==> src/hdl/cdlc_pkg.sv <==
// Shared constants, codes and types of the chunked download link controller.
// No dependencies; compiled first.
package cdlc_pkg;

    localparam int TIME_BITS       = 32;
    localparam int LEN_BITS        = 11;
    localparam int CHUNK_BITS      = 16;
    localparam int CODE_BITS       = 8;
    localparam int ACT_BITS        = 4;
    localparam int CFG_IDX_BITS    = 3;
    localparam int CFG_DATA_BITS   = 16;
    localparam int MAX_RESULTS     = 3;
    localparam int RES_CNT_BITS    = 2;
    localparam int FIFO_DEPTH      = 4;
    localparam int FIFO_PTR_BITS   = 2;
    localparam int FIFO_CNT_BITS   = 3;

    localparam logic [LEN_BITS-1:0]  MAX_FRAME_BYTES  = 11'd1024;
    localparam logic [LEN_BITS-1:0]  MIN_FRAME_BYTES  = 11'd5;
    localparam logic [LEN_BITS-1:0]  STATUS_HDR_BYTES = 11'd6;
    localparam logic [LEN_BITS-1:0]  CHUNK_HDR_BYTES  = 11'd8;
    localparam logic [TIME_BITS-1:0] LED_HOLD_MS      = 32'd50;

    // input modes
    localparam logic [1:0] MODE_TICK     = 2'd0;
    localparam logic [1:0] MODE_FRAME    = 2'd1;
    localparam logic [1:0] MODE_PING_REQ = 2'd2;

    // action codes
    localparam logic [ACT_BITS-1:0] ACT_NONE     = 4'd0;
    localparam logic [ACT_BITS-1:0] ACT_PING     = 4'd1;
    localparam logic [ACT_BITS-1:0] ACT_REQUEST  = 4'd2;
    localparam logic [ACT_BITS-1:0] ACT_FORWARD  = 4'd3;
    localparam logic [ACT_BITS-1:0] ACT_CAPTURE  = 4'd4;
    localparam logic [ACT_BITS-1:0] ACT_STATUS   = 4'd5;
    localparam logic [ACT_BITS-1:0] ACT_COMPLETE = 4'd6;
    localparam logic [ACT_BITS-1:0] ACT_PONG     = 4'd7;
    localparam logic [ACT_BITS-1:0] ACT_LOST     = 4'd8;
    localparam logic [ACT_BITS-1:0] ACT_CRC_DROP = 4'd9;
    localparam logic [ACT_BITS-1:0] ACT_SHORT    = 4'd10;
    localparam logic [ACT_BITS-1:0] ACT_UNKNOWN  = 4'd11;

    // configuration register indexes
    localparam logic [CFG_IDX_BITS-1:0] CFG_PING_CODE    = 3'd0;
    localparam logic [CFG_IDX_BITS-1:0] CFG_CAPTURE_CODE = 3'd1;
    localparam logic [CFG_IDX_BITS-1:0] CFG_STATUS_CODE  = 3'd2;
    localparam logic [CFG_IDX_BITS-1:0] CFG_CHUNK_CODE   = 3'd3;
    localparam logic [CFG_IDX_BITS-1:0] CFG_LINK_TIMEOUT = 3'd4;
    localparam logic [CFG_IDX_BITS-1:0] CFG_RETRY_IVL    = 3'd5;
    localparam logic [CFG_IDX_BITS-1:0] CFG_KEEPALIVE    = 3'd6;
    localparam logic [CFG_IDX_BITS-1:0] CFG_FULL_CHUNK   = 3'd7;

    // configuration reset values
    localparam logic [CODE_BITS-1:0] RST_PING_CODE    = 8'd1;
    localparam logic [CODE_BITS-1:0] RST_CAPTURE_CODE = 8'h12;
    localparam logic [CODE_BITS-1:0] RST_STATUS_CODE  = 8'h11;
    localparam logic [CODE_BITS-1:0] RST_CHUNK_CODE   = 8'h13;
    localparam logic [15:0]          RST_LINK_TIMEOUT = 16'd5000;
    localparam logic [15:0]          RST_RETRY_IVL    = 16'd500;
    localparam logic [15:0]          RST_KEEPALIVE    = 16'd2000;
    localparam logic [LEN_BITS-1:0]  RST_FULL_CHUNK   = 11'd200;

    typedef logic [TIME_BITS-1:0] t_time;

    typedef struct packed {
        logic [1:0]            mode;
        logic [LEN_BITS-1:0]   frame_len;
        logic [CODE_BITS-1:0]  kiss_byte;
        logic [CODE_BITS-1:0]  command;
        logic                  crc_good;
        logic [CHUNK_BITS-1:0] chunk_tag;
    } t_in_item;

    typedef struct packed {
        logic [ACT_BITS-1:0]   action;
        logic [CHUNK_BITS-1:0] chunk_number;
        logic [LEN_BITS-1:0]   payload_len;
        logic                  link_online;
        logic                  activity_led;
        logic                  downloading;
        logic                  last;
    } t_out_item;

    typedef struct packed {
        logic [CODE_BITS-1:0] ping_code;
        logic [CODE_BITS-1:0] capture_code;
        logic [CODE_BITS-1:0] status_code;
        logic [CODE_BITS-1:0] chunk_code;
        logic [15:0]          link_timeout_ms;
        logic [15:0]          retry_interval_ms;
        logic [15:0]          keepalive_interval_ms;
        logic [LEN_BITS-1:0]  full_chunk_bytes;
    } t_cfg;

    // results of one item, handed from the step logic to the result queue
    typedef struct packed {
        logic [RES_CNT_BITS-1:0]             cnt;
        t_out_item [MAX_RESULTS-1:0]         res;
    } t_push;

endpackage

==> src/hdl/cdlc_in_if.sv <==
// Input item channel: valid/ready handshake with a t_in_item payload.
// Depends on cdlc_pkg.
interface cdlc_in_if;
    import cdlc_pkg::*;

    logic     valid;
    logic     ready;
    t_in_item payload;

    modport source (output valid, output payload, input ready);
    modport sink   (input valid, input payload, output ready);
endinterface

==> src/hdl/cdlc_out_if.sv <==
// Result item channel: valid/ready handshake with a t_out_item payload.
// Depends on cdlc_pkg.
interface cdlc_out_if;
    import cdlc_pkg::*;

    logic      valid;
    logic      ready;
    t_out_item payload;

    modport source (output valid, output payload, input ready);
    modport sink   (input valid, input payload, output ready);
endinterface

==> src/hdl/cdlc_fifo.sv <==
// Result queue: takes up to three result items per cycle, hands out one.
// Depends on cdlc_pkg.
module cdlc_fifo (
    input  logic                i_clk,
    input  logic                i_rst_n,
    input  cdlc_pkg::t_push     i_push,
    input  logic                i_pop,
    output logic                o_valid,
    output cdlc_pkg::t_out_item o_item,
    output logic                o_room
);
    import cdlc_pkg::*;

    t_out_item                r_mem [FIFO_DEPTH];
    logic [FIFO_PTR_BITS-1:0] r_wp, n_wp;
    logic [FIFO_PTR_BITS-1:0] r_rp, n_rp;
    logic [FIFO_CNT_BITS-1:0] r_cnt, n_cnt;
    logic                     pop;

    assign o_valid = (r_cnt != '0);
    assign o_item  = r_mem[r_rp];
    // room for a full burst of results
    assign o_room  = (r_cnt <= FIFO_CNT_BITS'(FIFO_DEPTH - MAX_RESULTS));
    assign pop     = i_pop && o_valid;

    always_comb begin
        n_wp  = r_wp + FIFO_PTR_BITS'(i_push.cnt);
        n_rp  = r_rp + FIFO_PTR_BITS'(pop);
        n_cnt = r_cnt + FIFO_CNT_BITS'(i_push.cnt) - FIFO_CNT_BITS'(pop);
    end

    always_ff @(posedge i_clk) begin
        if (!i_rst_n) begin
            r_wp  <= '0;
            r_rp  <= '0;
            r_cnt <= '0;
        end else begin
            r_wp  <= n_wp;
            r_rp  <= n_rp;
            r_cnt <= n_cnt;
        end
    end

    always_ff @(posedge i_clk) begin
        for (int k = 0; k < MAX_RESULTS; k++) begin
            if (RES_CNT_BITS'(k) < i_push.cnt) begin
                r_mem[r_wp + FIFO_PTR_BITS'(k)] <= i_push.res[k];
            end
        end
    end
endmodule

==> src/hdl/cdlc_step.sv <==
// Input register, configuration and link state, and the per-item step logic.
// Depends on cdlc_pkg.
module cdlc_step (
    input  logic                               i_clk,
    input  logic                               i_rst_n,
    input  logic                               i_in_valid,
    input  cdlc_pkg::t_in_item                 i_in_item,
    output logic                               o_in_ready,
    input  logic                               i_room,
    input  logic                               i_cfg_we,
    input  logic [cdlc_pkg::CFG_IDX_BITS-1:0]  i_cfg_idx,
    input  logic [cdlc_pkg::CFG_DATA_BITS-1:0] i_cfg_data,
    output cdlc_pkg::t_push                    o_push
);
    import cdlc_pkg::*;

    logic                  r_in_vld;
    t_in_item              r_in;
    t_cfg                  r_cfg;

    t_time                 r_clock, n_clock;
    t_time                 r_heard, n_heard;
    t_time                 r_req, n_req;
    t_time                 r_ping, n_ping;
    t_time                 r_led_since, n_led_since;
    logic                  r_online, n_online;
    logic                  r_dl, n_dl;
    logic                  r_pong, n_pong;
    logic                  r_led, n_led;
    logic [CHUNK_BITS-1:0] r_next, n_next;

    logic                  fire;
    logic [LEN_BITS-1:0]   flen;
    logic [LEN_BITS-1:0]   dlen;
    logic [RES_CNT_BITS-1:0] cnt;
    t_out_item [MAX_RESULTS-1:0] res;

    assign fire       = r_in_vld && i_room;
    assign o_in_ready = !r_in_vld || fire;

    always_ff @(posedge i_clk) begin
        if (!i_rst_n) begin
            r_in_vld <= 1'b0;
        end else if (o_in_ready) begin
            r_in_vld <= i_in_valid;
        end
    end

    always_ff @(posedge i_clk) begin
        if (o_in_ready && i_in_valid) begin
            r_in <= i_in_item;
        end
    end

    always_ff @(posedge i_clk) begin
        if (!i_rst_n) begin
            r_cfg.ping_code             <= RST_PING_CODE;
            r_cfg.capture_code          <= RST_CAPTURE_CODE;
            r_cfg.status_code           <= RST_STATUS_CODE;
            r_cfg.chunk_code            <= RST_CHUNK_CODE;
            r_cfg.link_timeout_ms       <= RST_LINK_TIMEOUT;
            r_cfg.retry_interval_ms     <= RST_RETRY_IVL;
            r_cfg.keepalive_interval_ms <= RST_KEEPALIVE;
            r_cfg.full_chunk_bytes      <= RST_FULL_CHUNK;
        end else if (i_cfg_we) begin
            case (i_cfg_idx)
                CFG_PING_CODE:    r_cfg.ping_code             <= i_cfg_data[CODE_BITS-1:0];
                CFG_CAPTURE_CODE: r_cfg.capture_code          <= i_cfg_data[CODE_BITS-1:0];
                CFG_STATUS_CODE:  r_cfg.status_code           <= i_cfg_data[CODE_BITS-1:0];
                CFG_CHUNK_CODE:   r_cfg.chunk_code            <= i_cfg_data[CODE_BITS-1:0];
                CFG_LINK_TIMEOUT: r_cfg.link_timeout_ms       <= i_cfg_data;
                CFG_RETRY_IVL:    r_cfg.retry_interval_ms     <= i_cfg_data;
                CFG_KEEPALIVE:    r_cfg.keepalive_interval_ms <= i_cfg_data;
                CFG_FULL_CHUNK:   r_cfg.full_chunk_bytes      <= i_cfg_data[LEN_BITS-1:0];
                default: ;
            endcase
        end
    end

    always_comb begin
        n_clock     = r_clock;
        n_heard     = r_heard;
        n_req       = r_req;
        n_ping      = r_ping;
        n_led_since = r_led_since;
        n_online    = r_online;
        n_dl        = r_dl;
        n_pong      = r_pong;
        n_led       = r_led;
        n_next      = r_next;
        cnt         = '0;
        res         = '0;

        flen = (r_in.frame_len > MAX_FRAME_BYTES) ? MAX_FRAME_BYTES : r_in.frame_len;
        dlen = (flen >= CHUNK_HDR_BYTES) ? flen - CHUNK_HDR_BYTES : '0;

        case (r_in.mode)
            MODE_TICK: begin
                n_clock = r_clock + 1'b1;
                if (r_led && (n_clock - r_led_since) > LED_HOLD_MS) begin
                    n_led = 1'b0;
                end
                if (r_online && (n_clock - r_heard) > t_time'(r_cfg.link_timeout_ms)) begin
                    n_online = 1'b0;
                    res[cnt].action = ACT_LOST;
                    cnt = cnt + 1'b1;
                end
                if ((n_clock - r_ping) > t_time'(r_cfg.keepalive_interval_ms)) begin
                    n_ping = n_clock;
                    res[cnt].action = ACT_PING;
                    cnt = cnt + 1'b1;
                end
                if (r_dl && n_online
                        && (n_clock - r_req) > t_time'(r_cfg.retry_interval_ms)) begin
                    n_req = n_clock;
                    res[cnt].action       = ACT_REQUEST;
                    res[cnt].chunk_number = r_next;
                    cnt = cnt + 1'b1;
                end
            end
            MODE_FRAME: begin
                n_online = 1'b1;
                n_heard  = r_clock;
                if (flen < MIN_FRAME_BYTES) begin
                    res[0].action = ACT_SHORT;
                    cnt = 2'd1;
                end else if (!r_in.crc_good && r_in.command != r_cfg.chunk_code) begin
                    res[0].action = ACT_CRC_DROP;
                    cnt = 2'd1;
                end else if (r_in.kiss_byte != '0) begin
                    cnt = '0;
                end else if (r_in.command == r_cfg.ping_code) begin
                    n_led       = 1'b1;
                    n_led_since = r_clock;
                    if (r_pong) begin
                        n_pong = 1'b0;
                        res[0].action = ACT_PONG;
                        cnt = 2'd1;
                    end
                end else if (r_in.command == r_cfg.capture_code) begin
                    n_dl   = 1'b1;
                    n_next = '0;
                    n_req  = r_clock;
                    res[0].action = ACT_CAPTURE;
                    res[1].action = ACT_REQUEST;
                    cnt = 2'd2;
                end else if (r_in.command == r_cfg.status_code) begin
                    n_led       = 1'b1;
                    n_led_since = r_clock;
                    res[0].action      = ACT_STATUS;
                    res[0].payload_len = (flen >= STATUS_HDR_BYTES) ?
                                         flen - STATUS_HDR_BYTES : '0;
                    cnt = 2'd1;
                end else if (r_in.command == r_cfg.chunk_code) begin
                    if (r_in.chunk_tag == r_next) begin
                        n_led       = 1'b1;
                        n_led_since = r_clock;
                        n_next      = r_next + 1'b1;
                        res[0].action       = ACT_FORWARD;
                        res[0].chunk_number = r_in.chunk_tag;
                        res[0].payload_len  = dlen;
                        if (dlen < r_cfg.full_chunk_bytes) begin
                            n_dl = 1'b0;
                            res[1].action       = ACT_COMPLETE;
                            res[1].chunk_number = r_in.chunk_tag;
                        end else begin
                            n_req = r_clock;
                            res[1].action       = ACT_REQUEST;
                            res[1].chunk_number = n_next;
                        end
                        cnt = 2'd2;
                    end
                end else begin
                    res[0].action = ACT_UNKNOWN;
                    cnt = 2'd1;
                end
            end
            MODE_PING_REQ: begin
                n_pong = 1'b1;
                res[0].action = ACT_PING;
                cnt = 2'd1;
            end
            default: ;
        endcase

        // status bits show the state after the whole step
        for (int k = 0; k < MAX_RESULTS; k++) begin
            res[k].link_online  = n_online;
            res[k].activity_led = n_led;
            res[k].downloading  = n_dl;
            res[k].last         = (RES_CNT_BITS'(k) == cnt - 1'b1);
        end

        o_push.cnt = fire ? cnt : '0;
        o_push.res = res;
    end

    always_ff @(posedge i_clk) begin
        if (!i_rst_n) begin
            r_clock     <= '0;
            r_heard     <= '0;
            r_req       <= '0;
            r_ping      <= '0;
            r_led_since <= '0;
            r_online    <= 1'b0;
            r_dl        <= 1'b0;
            r_pong      <= 1'b0;
            r_led       <= 1'b0;
            r_next      <= '0;
        end else if (fire) begin
            r_clock     <= n_clock;
            r_heard     <= n_heard;
            r_req       <= n_req;
            r_ping      <= n_ping;
            r_led_since <= n_led_since;
            r_online    <= n_online;
            r_dl        <= n_dl;
            r_pong      <= n_pong;
            r_led       <= n_led;
            r_next      <= n_next;
        end
    end
endmodule

==> src/hdl/chunked_download_link_controller.sv <==
// Top level of the chunked download link controller: step logic plus result queue.
// Depends on cdlc_pkg, cdlc_in_if, cdlc_out_if, cdlc_step, cdlc_fifo.
//
//   channel    direction  payload      handshake
//   i_item     in         t_in_item    valid/ready
//   o_result   out        t_out_item   valid/ready
//   i_cfg_*    in         16-bit data  write enable only
//
// An item is taken into the input register, stepped once the queue has room, and
// its 0..3 results written to a 4-entry queue. A new item enters every cycle while
// the queue holds at most one result, so items with three results are taken at the
// output's pace. Synchronous active-low reset; configuration returns to defaults
// and the queue empties. A stalled output fills the queue and then holds
// i_item.ready low.
module chunked_download_link_controller (
    input  logic                               i_clk,
    input  logic                               i_rst_n,
    cdlc_in_if.sink                            i_item,
    cdlc_out_if.source                         o_result,
    input  logic                               i_cfg_we,
    input  logic [cdlc_pkg::CFG_IDX_BITS-1:0]  i_cfg_idx,
    input  logic [cdlc_pkg::CFG_DATA_BITS-1:0] i_cfg_data
);
    import cdlc_pkg::*;

    t_push push;
    logic  room;

    cdlc_step u_step (
        .i_clk      (i_clk),
        .i_rst_n    (i_rst_n),
        .i_in_valid (i_item.valid),
        .i_in_item  (i_item.payload),
        .o_in_ready (i_item.ready),
        .i_room     (room),
        .i_cfg_we   (i_cfg_we),
        .i_cfg_idx  (i_cfg_idx),
        .i_cfg_data (i_cfg_data),
        .o_push     (push)
    );

    cdlc_fifo u_fifo (
        .i_clk   (i_clk),
        .i_rst_n (i_rst_n),
        .i_push  (push),
        .i_pop   (o_result.ready),
        .o_valid (o_result.valid),
        .o_item  (o_result.payload),
        .o_room  (room)
    );
endmodule

==> src/flat_wrapper.sv <==
// flat-port wrapper written by rule: the top's interface ports become plain ports
module chunked_download_link_controller_flat import cdlc_pkg::*;
  (i_clk, i_rst_n, i_cfg_we, i_cfg_idx, i_cfg_data, i_item_valid, i_item_payload, i_item_ready, o_result_valid, o_result_payload, o_result_ready);
  cdlc_in_if i_item_i ();
  cdlc_out_if o_result_i ();
  input  logic i_clk;
  input  logic i_rst_n;
  input  logic i_cfg_we;
  input  logic [cdlc_pkg::CFG_IDX_BITS-1:0] i_cfg_idx;
  input  logic [cdlc_pkg::CFG_DATA_BITS-1:0] i_cfg_data;
  input wire logic [$bits(i_item_i.valid)-1:0] i_item_valid;
  input wire logic [$bits(i_item_i.payload)-1:0] i_item_payload;
  output wire logic [$bits(i_item_i.ready)-1:0] i_item_ready;
  output wire logic [$bits(o_result_i.valid)-1:0] o_result_valid;
  output wire logic [$bits(o_result_i.payload)-1:0] o_result_payload;
  input wire logic [$bits(o_result_i.ready)-1:0] o_result_ready;
  assign i_item_i.valid = i_item_valid;
  assign i_item_i.payload = i_item_payload;
  assign i_item_ready = i_item_i.ready;
  assign o_result_valid = o_result_i.valid;
  assign o_result_payload = o_result_i.payload;
  assign o_result_i.ready = o_result_ready;
  chunked_download_link_controller u_core (.i_clk(i_clk), .i_rst_n(i_rst_n), .i_item(i_item_i), .o_result(o_result_i), .i_cfg_we(i_cfg_we), .i_cfg_idx(i_cfg_idx), .i_cfg_data(i_cfg_data));
endmodule
==> config.mk <==
export PLATFORM = sky130hd
export DESIGN_NAME = chunked_download_link_controller_flat
export DESIGN_NICKNAME = d
export VERILOG_FILES = /design/src/hdl/cdlc_pkg.sv /design/src/hdl/cdlc_in_if.sv /design/src/hdl/cdlc_out_if.sv /design/src/hdl/cdlc_fifo.sv /design/src/hdl/cdlc_step.sv /design/src/hdl/chunked_download_link_controller.sv /design/src/flat_wrapper.sv
export SDC_FILE = /design/constraint.sdc
export NUM_CORES = 1
export LEC_CHECK = 0
export BUFFER_PORTS_ARGS = -buffer_cell sky130_fd_sc_hd__buf_2
export CORE_MARGIN = 8
export CORE_UTILIZATION = 26
export DETAILED_ROUTE_END_ITERATION = 10
export SETUP_SLACK_MARGIN = 0.5
export SLEW_MARGIN = 5
export SYNTH_ARGS = -nofsm -noshare
export SYNTH_HDL_FRONTEND = slang
export SYNTH_SLANG_ARGS = --single-unit
==> constraint.sdc <==
create_clock -name i_clk -period 20.9 [get_ports i_clk]
set_clock_uncertainty 0.1 [all_clocks]
set_input_delay 1.045 -clock i_clk [delete_from_list [all_inputs] [get_ports i_clk]]
set_output_delay 1.045 -clock i_clk [all_outputs]
set_load 0.01 [all_outputs]
* Word-level counts from Yosys, hierarchy flattened
Memories as Yosys holds them, arrays and structs flattened. A register that Yosys moved wholly into a read port is not among the register bits. Cells that the tools add are included.
Storage, ports and cells: register bits after elaboration 325, RAM bits 140, input bits 70, output and inout bits 37, word-level logic and storage cells 258, memories kept 1
Operators by class: $add $sub $neg 17, $lt $le $gt $ge 17, eq/ne operators 29, muxes and demuxes 122, bitwise gates (word level) 4, reduce and logical (&&, ||, !) cells 40
Memories:
- u_core.u_fifo.r_mem | depth 4, bits a word 35, rd ports 1, clocked after memory_dff 1, wr ports 2, RTL line cdlc_fifo.sv:14 | t_out_item r_mem [FIFO_DEPTH];
Operator list (count):
- 32-bit 2-to-1 mux | 15
- 105-bit bitwise mux | 3
- 105-bit 2-to-1 mux | 3
- 35-bit demux with 2-bit select | 3
- 35-bit 2-to-1 mux | 4
- 27-bit 2-to-1 mux | 5
- 32-bit subtractor | 4
- 32-bit by 16-bit > comparator with 1-bit output | 3
- 16-bit 2-to-1 mux | 6
- 20-bit 2-to-1 mux | 4
- 19-bit 2-to-1 mux | 4
- 32-bit case mux with 2 select lines | 1
- 31-bit 2-to-1 mux | 2
- 27-bit case mux with 2 select lines | 1
- 11-bit 2-to-1 mux | 4
- 20-bit case mux with 2 select lines | 1
- 35-bit OR reduction | 1
- 1-bit 2-to-1 mux | 34
- 32-bit by 1-bit adder with 32-bit output, second input constant | 1
- 8-bit equality test | 4
- 32-bit by 6-bit > comparator with 1-bit output, second input constant | 1
- 4-bit 2-to-1 mux | 8
- 2-bit 2-to-1 mux | 15
- 29-bit 2-to-1 mux | 1
- other kinds (51) | 101

* Longest topological paths before layout
Gate-level depths: netlist of run 1.
word-level depth 18, depth in mapped cells 35, depth with buffers taken out 35

* Hierarchy
Synthesis of run 1 repeated with hierarchy kept, for this count alone.
Second synthesis, totals: cells, all modules 4095, area, all modules 32881.5 µm²
By module, submodules not included:
- cdlc_step | instances 1, cells an instance 3235, area each 24488.5 µm², sequential area each 6826.5 µm²
- cdlc_fifo | instances 1, cells an instance 860, area each 8393.0 µm², sequential area each 4344.2 µm²

* Worst setup path before layout of run 1
No wires, ideal clock.
path kind register -> register, from register u_core.u_step.r_clock[7], to memory u_core.u_fifo.r_mem[0][0] in the netlist's numbering, enable pin, library setup time 0.444 ns, arrival time 8.306 ns, required time 20.356 ns, setup slack 12.050 ns, cell stages (with the launch flop) 29, path buffers 2, clock period less this slack 8.850 ns, path through dfxtp_1 -> clkbuf_1 -> and4_1 -> nand4_1 -> nor3_1 -> nand3_1 -> or2_1 -> clkbuf_1 -> nor2_1 -> nand3_1 -> nor2_1 -> nand3_1 -> xnor2_1 -> ha_1 -> a21oi_1 -> o211ai_1 -> or4_1 -> nor3_1 -> nand4_1 -> nor4_1 -> nand4_1 -> nor4_2 -> inv_1 -> ha_1 -> nor2_1 -> a211o_1 -> nor3_2 -> nand2_1 -> o221ai_1
RTL lines:
- from (decl) | RTL line cdlc_step.sv:21 | t_time r_clock, n_clock;
- from (signal assigned) | RTL line cdlc_step.sv:211 | r_clock <= n_clock;
- to (decl) | RTL line cdlc_fifo.sv:14

==> reports/metrics.cfg, run 1 <==
[status]
status=completed

[floorplan]
die_y_um=364.1
coreArea_mm2=0.1201
io_pins=107
die_x_um=364.1
rows=127
dieArea_mm2=0.1325
initial_core_util_pct=26.22

[cts]
clock-sinks=465
cts_setup_buffers=0
cts-root-buf=clkbuf_16
cts_tree=yes
htreeDepth=2
cts_hold_buf=0
cts.path.max_buffers=3
cts_resized=0
numCtsBuffers=52
clock_latency_ps=630
clk_pin_slew_ps=70

[synth]
ys_seq_elements=465
synthFlopType=dfxtp_1
synth_area_leaders=dfxtp_1 18%, edfxtp_1 18%, ha_1 7.9%
synth_cells=3674
synth_edf_count=186
async_flop_share_pct=0
yosysUniqueCellTypes=95
synth_area_per_cell_um2=8.573
synth-compound-area-share_pct=18.27
syn_area_mm2=0.03150
synth-xor-area-share_pct=5.558
synth_top_area_cell=dfxtp_1
synth_mux_area_share_pct=6.936
post_synth_and_or_nand_nor_area_fraction_pct=19.94
yosysSeqAreaShare_pct=35.47
synth_top_family_by_area=simple AND/OR/NAND/NOR gates
synth_nets=3947
ys.warnings.count=0
synthAdderAreaFrac_pct=8.183
netlist.area_leader.share_pct=17.73

[global_route]
gr-total-overflow=0
antenna_found_initial=4
grt_pass1_vias=25340
grt_usage_pct=13.72
grt_max_degree=215
grt_pass1_wl_um=146400

[setup_path]
end_kind=register
cp_max_fo=35
critical_path_required_ps=21050
crit_slowest_cell=nor4_2
cp_common_cell=nand3_1
max_stage_delay_ps=670
critical-path-top-delay-family=simple AND/OR/NAND/NOR gates
start_kind=register
path_class=reg2reg
path_buf_inv=2
crit_arrival_ps=9770

[sta]
rsz0062_at_grt=false
max_freq_ghz=0.1039
layout_min_cycle_time_ps=9622
hold_violations=0
worst_pin_slew_ps=1215
finalCritPeriodShare_pct=46.04
finalSetupViolations=0
slew_headroom_pct=18.25
drv_slew=0
tns_ps=0

[final_layout]
syn2layout_area_growth_pct=12.18
drive_above_1_share_pct=8.838
n_antenna_cell=0
final_cells=5312
nets=3930

[route]
drt_iter0_drc=2173
vias_per_cell=5.011
dr.pass1.iters=7
postRouteAntennaNets=0
avgRoutedWirePerCell_um=17.90
routed_wl_um=95070
drc=0
vias=26620

[pwr]
p_leak_nw=13.94
switchingPower_w=0.0006664
p_clk_share_pct=40.0
p_comb_share_pct=16.9
p_int_w=0.001688
swShare_pct=28.30
power_frac_seq_pct=43.1
power_density_mw_per_mm2=66.64
irDropWorstVdd_mv=0.06088
power_w=0.002355

[placement]
place_congestion=0.8817
io_buffers=106
dp.cells=5215
detailedPlacementHpwl_um=69570

[run]
maxCapViolCount=0

[worst_hold_path]
min_path_type=reg2reg

cells in the mapped netlist, types with 8 or more instances:
library cell	instances
nand2_1	496
ha_1	198
o2111ai_1	9
mux2_2	12
nor3b_1	19
clkbuf_2	8
mux4_2	35
inv_1	241
a211o_1	11
nor3_1	57
buf_2	27
a21boi_0	135
nor2b_1	76
and2_1	38
xnor2_1	130
a31oi_1	17
o21a_1	33
a22oi_1	18
o21bai_1	19
o21ai_0	205
mux2i_1	126
nor4_1	20
a21o_1	52
nand4_1	49
a211oi_1	25
or3_1	29
clkbuf_1	171
or2_2	10
edfxtp_1	186
or4_1	12
o22ai_1	15
nand3_1	143
nand2b_1	48
xor2_1	68
o211ai_1	48
nand3b_1	11
a221oi_1	11
o21ai_1	15
nor2_1	227
buf_1	11
and3_1	33
a21oi_1	168
dfxtp_1	279
worst reg2reg max path: stages (launching register included):
cell and delay (ps):
dfxtp_1 610, ha_1 300, nand3_1 260, nor3_1 600, nand3_1 280, or2_1 360, nor2_1 320, nand3_1 250
nor2_1 310, nand3_1 190, xnor2_1 510, ha_1 410, a21oi_1 170, o211ai_1 90, or4_1 510, nor3_1 190
nand4_1 130, nor4_1 320, nand4_1 170, nor4_2 670, inv_1 190, ha_1 470, nor2_1 90, a211o_1 330
nor3_2 460, nand2_1 240, o221ai_4 220, buf_4 500
per-layer routing:
| layer | up-vias | share of wire (%) | global-route usage, % |
|---|---|---|---|
| li1 | 13000 | - | - |
| met1 | 12650 | 45 | 18.38 |
| met2 | 809 | 46 | 22.51 |
| met3 | 146 | 6.5 | 2.256 |
| met4 | 4 | 3.0 | 4.411 |
| met5 | - | 0.036 | 0 |
cell type report:
type	count	area [um2]
flip-flops and latches	465	11170
fillers	12760	84800
clock buffers	67	1419
repair buffers	148	867.1
multi-input cells	2749	18650
inverters	241	904.6
clock inverters	30	299.0
well taps	1612	2017
cells by family (layout without fill, tap and decap cells):
| group | count (synthesis) | count (layout) |
|---|---|---|
| AND/OR/NAND/NOR | 1305 | 1305 |
| XOR/XNOR | 199 | 199 |
| buffers and inverters | 460 | 486 |
| multiplexers | 173 | 173 |
| AO/OA/AOI/OAI | 869 | 869 |
| adder cells (fa/ha/maj) | 203 | 203 |
| flip-flops | 465 | 465 |
per-stage QoR:
step / hold WS [ps] / utilization (%) / setup WS [ps] / area, um2
floorplan: 328.4 / - / 12050 / 31500
detailed placement: 343.7 / 27.98 / 11390 / 33610
finish: 350.0 / 29.41 / 11280 / 35330
global placement: 338.3 / 27.98 / 11600 / 33610
global route: 365.5 / 29.41 / 10300 / 35330
CTS: 354.4 / 29.41 / 11350 / 35330
power by group through the flow:
stage               Sequential [W]  Clock (W)  Combinational [W]
finish                     0.00102   0.000941           0.000398
global route               0.00102   0.000998           0.000436
CTS                        0.00102   0.000964           0.000405
detailed placement         0.00104          0           0.000403
global placement           0.00103          0           0.000399
floorplan                  0.00102          0           0.000271
cells in the final DEF (no fill, tap or decap), types with 35 or more instances in the layout:
master,instances
nand2_1,496
ha_1,198
buf_4,41
a21oi_1,168
mux4_2,35
nand3_1,143
clkbuf_16,53
a21boi_0,135
o211ai_1,48
edfxtp_1,186
nor3_1,55
buf_2,105
dfxtp_1,277
nand2b_1,48
nand4_1,49
nor2_1,223
mux2i_1,126
and2_1,37
xnor2_1,130
inv_1,241
o21ai_0,203
xor2_1,68
a21o_1,52
nor2b_1,75
final timing paths:
check,startpoint,endpoint,slack [ps],depth (start not counted)
hold / removal,u_core.u_step.r_req[25],u_core.u_step.r_req[25],350,2
hold reg to reg,u_core.u_step.r_req[25],u_core.u_step.r_req[25],350,2
setup / recovery,u_core.u_step.r_clock[0],u_core.u_fifo.r_mem[0][27],11280,27
setup reg to reg,u_core.u_step.r_clock[0],u_core.u_fifo.r_mem[0][27],11280,27
sequential cells by signal, summed over array words and instances, names as in the netlist:
register	flops
u_core.u_step.r_req	32
u_core.u_step.r_in_vld	1
u_core.u_step.r_led	1
u_core.u_step.r_online	1
u_core.u_step.r_in	46
u_core.u_step.r_led_since	32
u_core.u_fifo.r_wp	2
u_core.u_step.r_heard	32
u_core.u_step.r_dl	1
u_core.u_fifo.r_mem	140
u_core.u_fifo.r_rp	2
u_core.u_step.r_cfg	91
u_core.u_step.r_ping	32
u_core.u_step.r_next	16
u_core.u_step.r_pong	1
u_core.u_step.r_clock	32
u_core.u_fifo.r_cnt	3
Power figures use the tool's default switching activity.
==> inputs of run 2 (changes only) <==
clock period = 8.25 ns   (was 20.9 ns; I/O delays follow)
==> reports/metrics.cfg, run 2 (synthesis gave the netlist of run 1 again) <==
[pwr]
swShare_pct=28.94
p_comb_share_pct=18.6
power_density_mw_per_mm2=161.2
p_int_w=0.004206
p_clk_share_pct=38.1
p_leak_nw=14.46
irDropWorstVdd_mv=0.1745
switchingPower_w=0.001713
power_frac_seq_pct=43.4

[global_route]
grtUsageMet1_pct=18.81
grt_max_degree=192
grt_pass1_wl_um=148300
grt_usage_pct=13.83
grt_use_met3_pct=2.148
antenna_found_initial=2
grt_pass1_vias=25590
busiest_layer=met2
grt_use_met2_pct=22.68
gr-total-overflow=0

[final_layout]
final_common_cell=nand2_1
largest-register=u_core.u_fifo.r_mem
mostFrequentLayoutCells=495 x nand2_1, 270 x dfxtp_1, 240 x inv_1
largest_reg_flops=140
seq_area_mm2=0.01118
fill_cells=12660
syn2layout_area_growth_pct=16.60
multi_input_area_mm2=0.01925
nets=4018
largestRegisters=u_core.u_fifo.r_mem: 140 flops, u_core.u_step.r_cfg: 91 flops, u_core.u_step.r_in: 46 flops
drive_above_1_share_pct=11.75
final_cells=5398
n_antenna_cell=0

[floorplan]
rows=127
io_pins=107
initial_core_util_pct=26.22
die_x_um=364.1
coreArea_mm2=0.1201
dieArea_mm2=0.1325
die_y_um=364.1

[setup_path]
crit_arrival_ps=7700
cp_max_fo=12
critical_path_required_ps=8470
max_stage_delay_ps=530
path_class=reg2reg
crit_slowest_cell=or4_1
end_kind=register
start_kind=register
r2r_cells=32

[cts]
clk_pin_slew_ps=60
numCtsBuffers=49
cts-root-buf=clkbuf_16
htreeDepth=2
clock-sinks=465
cts_tree=yes
cts.path.max_buffers=3
clock_latency_ps=620

[run]
maxCapViolCount=0

[worst_hold_path]
min_path_type=in2reg
whs_path_depth=3

[sta]
rsz0062_at_grt=false
tns_ps=0
layout_min_cycle_time_ps=7487
drv_slew=0
finalCritPeriodShare_pct=90.75
finalSetupViolations=0
max_freq_ghz=0.1336
slew_headroom_pct=18.73
worst_pin_slew_ps=1208
hold_violations=0

[route]
avgRoutedWirePerCell_um=17.79
vias=27100
routed_wl_um=96060
vias_per_cell=5.019
dr.pass1.iters=7
drc=0
drt_iter0_drc=2146
postRouteAntennaNets=0

[status]
status=completed

[placement]
detailedPlacementHpwl_um=70420
place_congestion=0.9010
dp.cells=5237
io_buffers=106

-- run 2: worst paths after layout --
check                      startpoint                          to  slack [ps]
min reg2reg   u_core.u_step.r_req[24]     u_core.u_step.r_req[24]         350
min                      i_item_valid      u_core.u_step.r_in_vld          40
max reg2reg  u_core.u_step.r_clock[0]  u_core.u_fifo.r_mem[3][18]         760
max          u_core.u_step.r_clock[0]  u_core.u_fifo.r_mem[3][18]         760
-- run 2: per-stage QoR --
stage / hold WS, ps / power, W / utilization [%] / setup WS, ps / cell area, um2
finish: 43.25 / 0.005919 / 30.57 / 763.3 / 36720
global placement: 340.1 / 0.003671 / 28.44 / 369.8 / 34170
floorplan: 328.4 / 0.003286 / - / 466.6 / 31910
CTS: 1.202 / 0.005975 / 30.29 / 505.6 / 36390
global route: 29.68 / 0.006174 / 30.57 / 395.8 / 36720
detailed placement: 345.3 / 0.003679 / 28.44 / 253.1 / 34170
-- run 2: layout make-up --
class                           count  share of cell area [%]
Multi-Input combinational cell   2750                   52.41
Sequential cell                   465                   30.46
Tap cell                         1612                   5.492
Timing Repair Buffer              238                   4.780
Clock buffer                       65                   3.724
Inverter                          241                   2.463
Clock inverter                     27                  0.6712
-- run 2: power by group through the flow --
stage	sequential, W	clock, W	combinational [W]
floorplan	0.00257	0	0.000716
global placement	0.00261	0	0.00106
detailed placement	0.00261	0	0.00106
CTS	0.00257	0.00231	0.00110
global route	0.00258	0.00240	0.00120
finish	0.00257	0.00225	0.00110
-- run 2: timing repair --
item	in CTS	in global routing
pin swaps	2	8
cloned	0	4
resized for setup	12	45
setup buffers	2	10
hold endpoints to repair	63	0
endpoints found under the setup margin	160	250
hold buffers	53	0
-- run 2: layer usage --
| metal | vias up | part of all wire, % |
|---|---|---|
| met1 | 12960 | 45 |
| li1 | 13180 | - |
| met2 | 808 | 46 |
| met3 | 146 | 6.1 |
| met4 | 0 | 2.8 |
| met5 | - | 0 |
-- run 2: worst max-delay path, delay by kind of cell, from the launching register on --
kind	cells	cell delay, ps
compound gates	6	1050
xor+xnor	2	370
fa+ha+maj	4	1170
buf+inv	4	710
flops	1	430
simple gates	16	3320
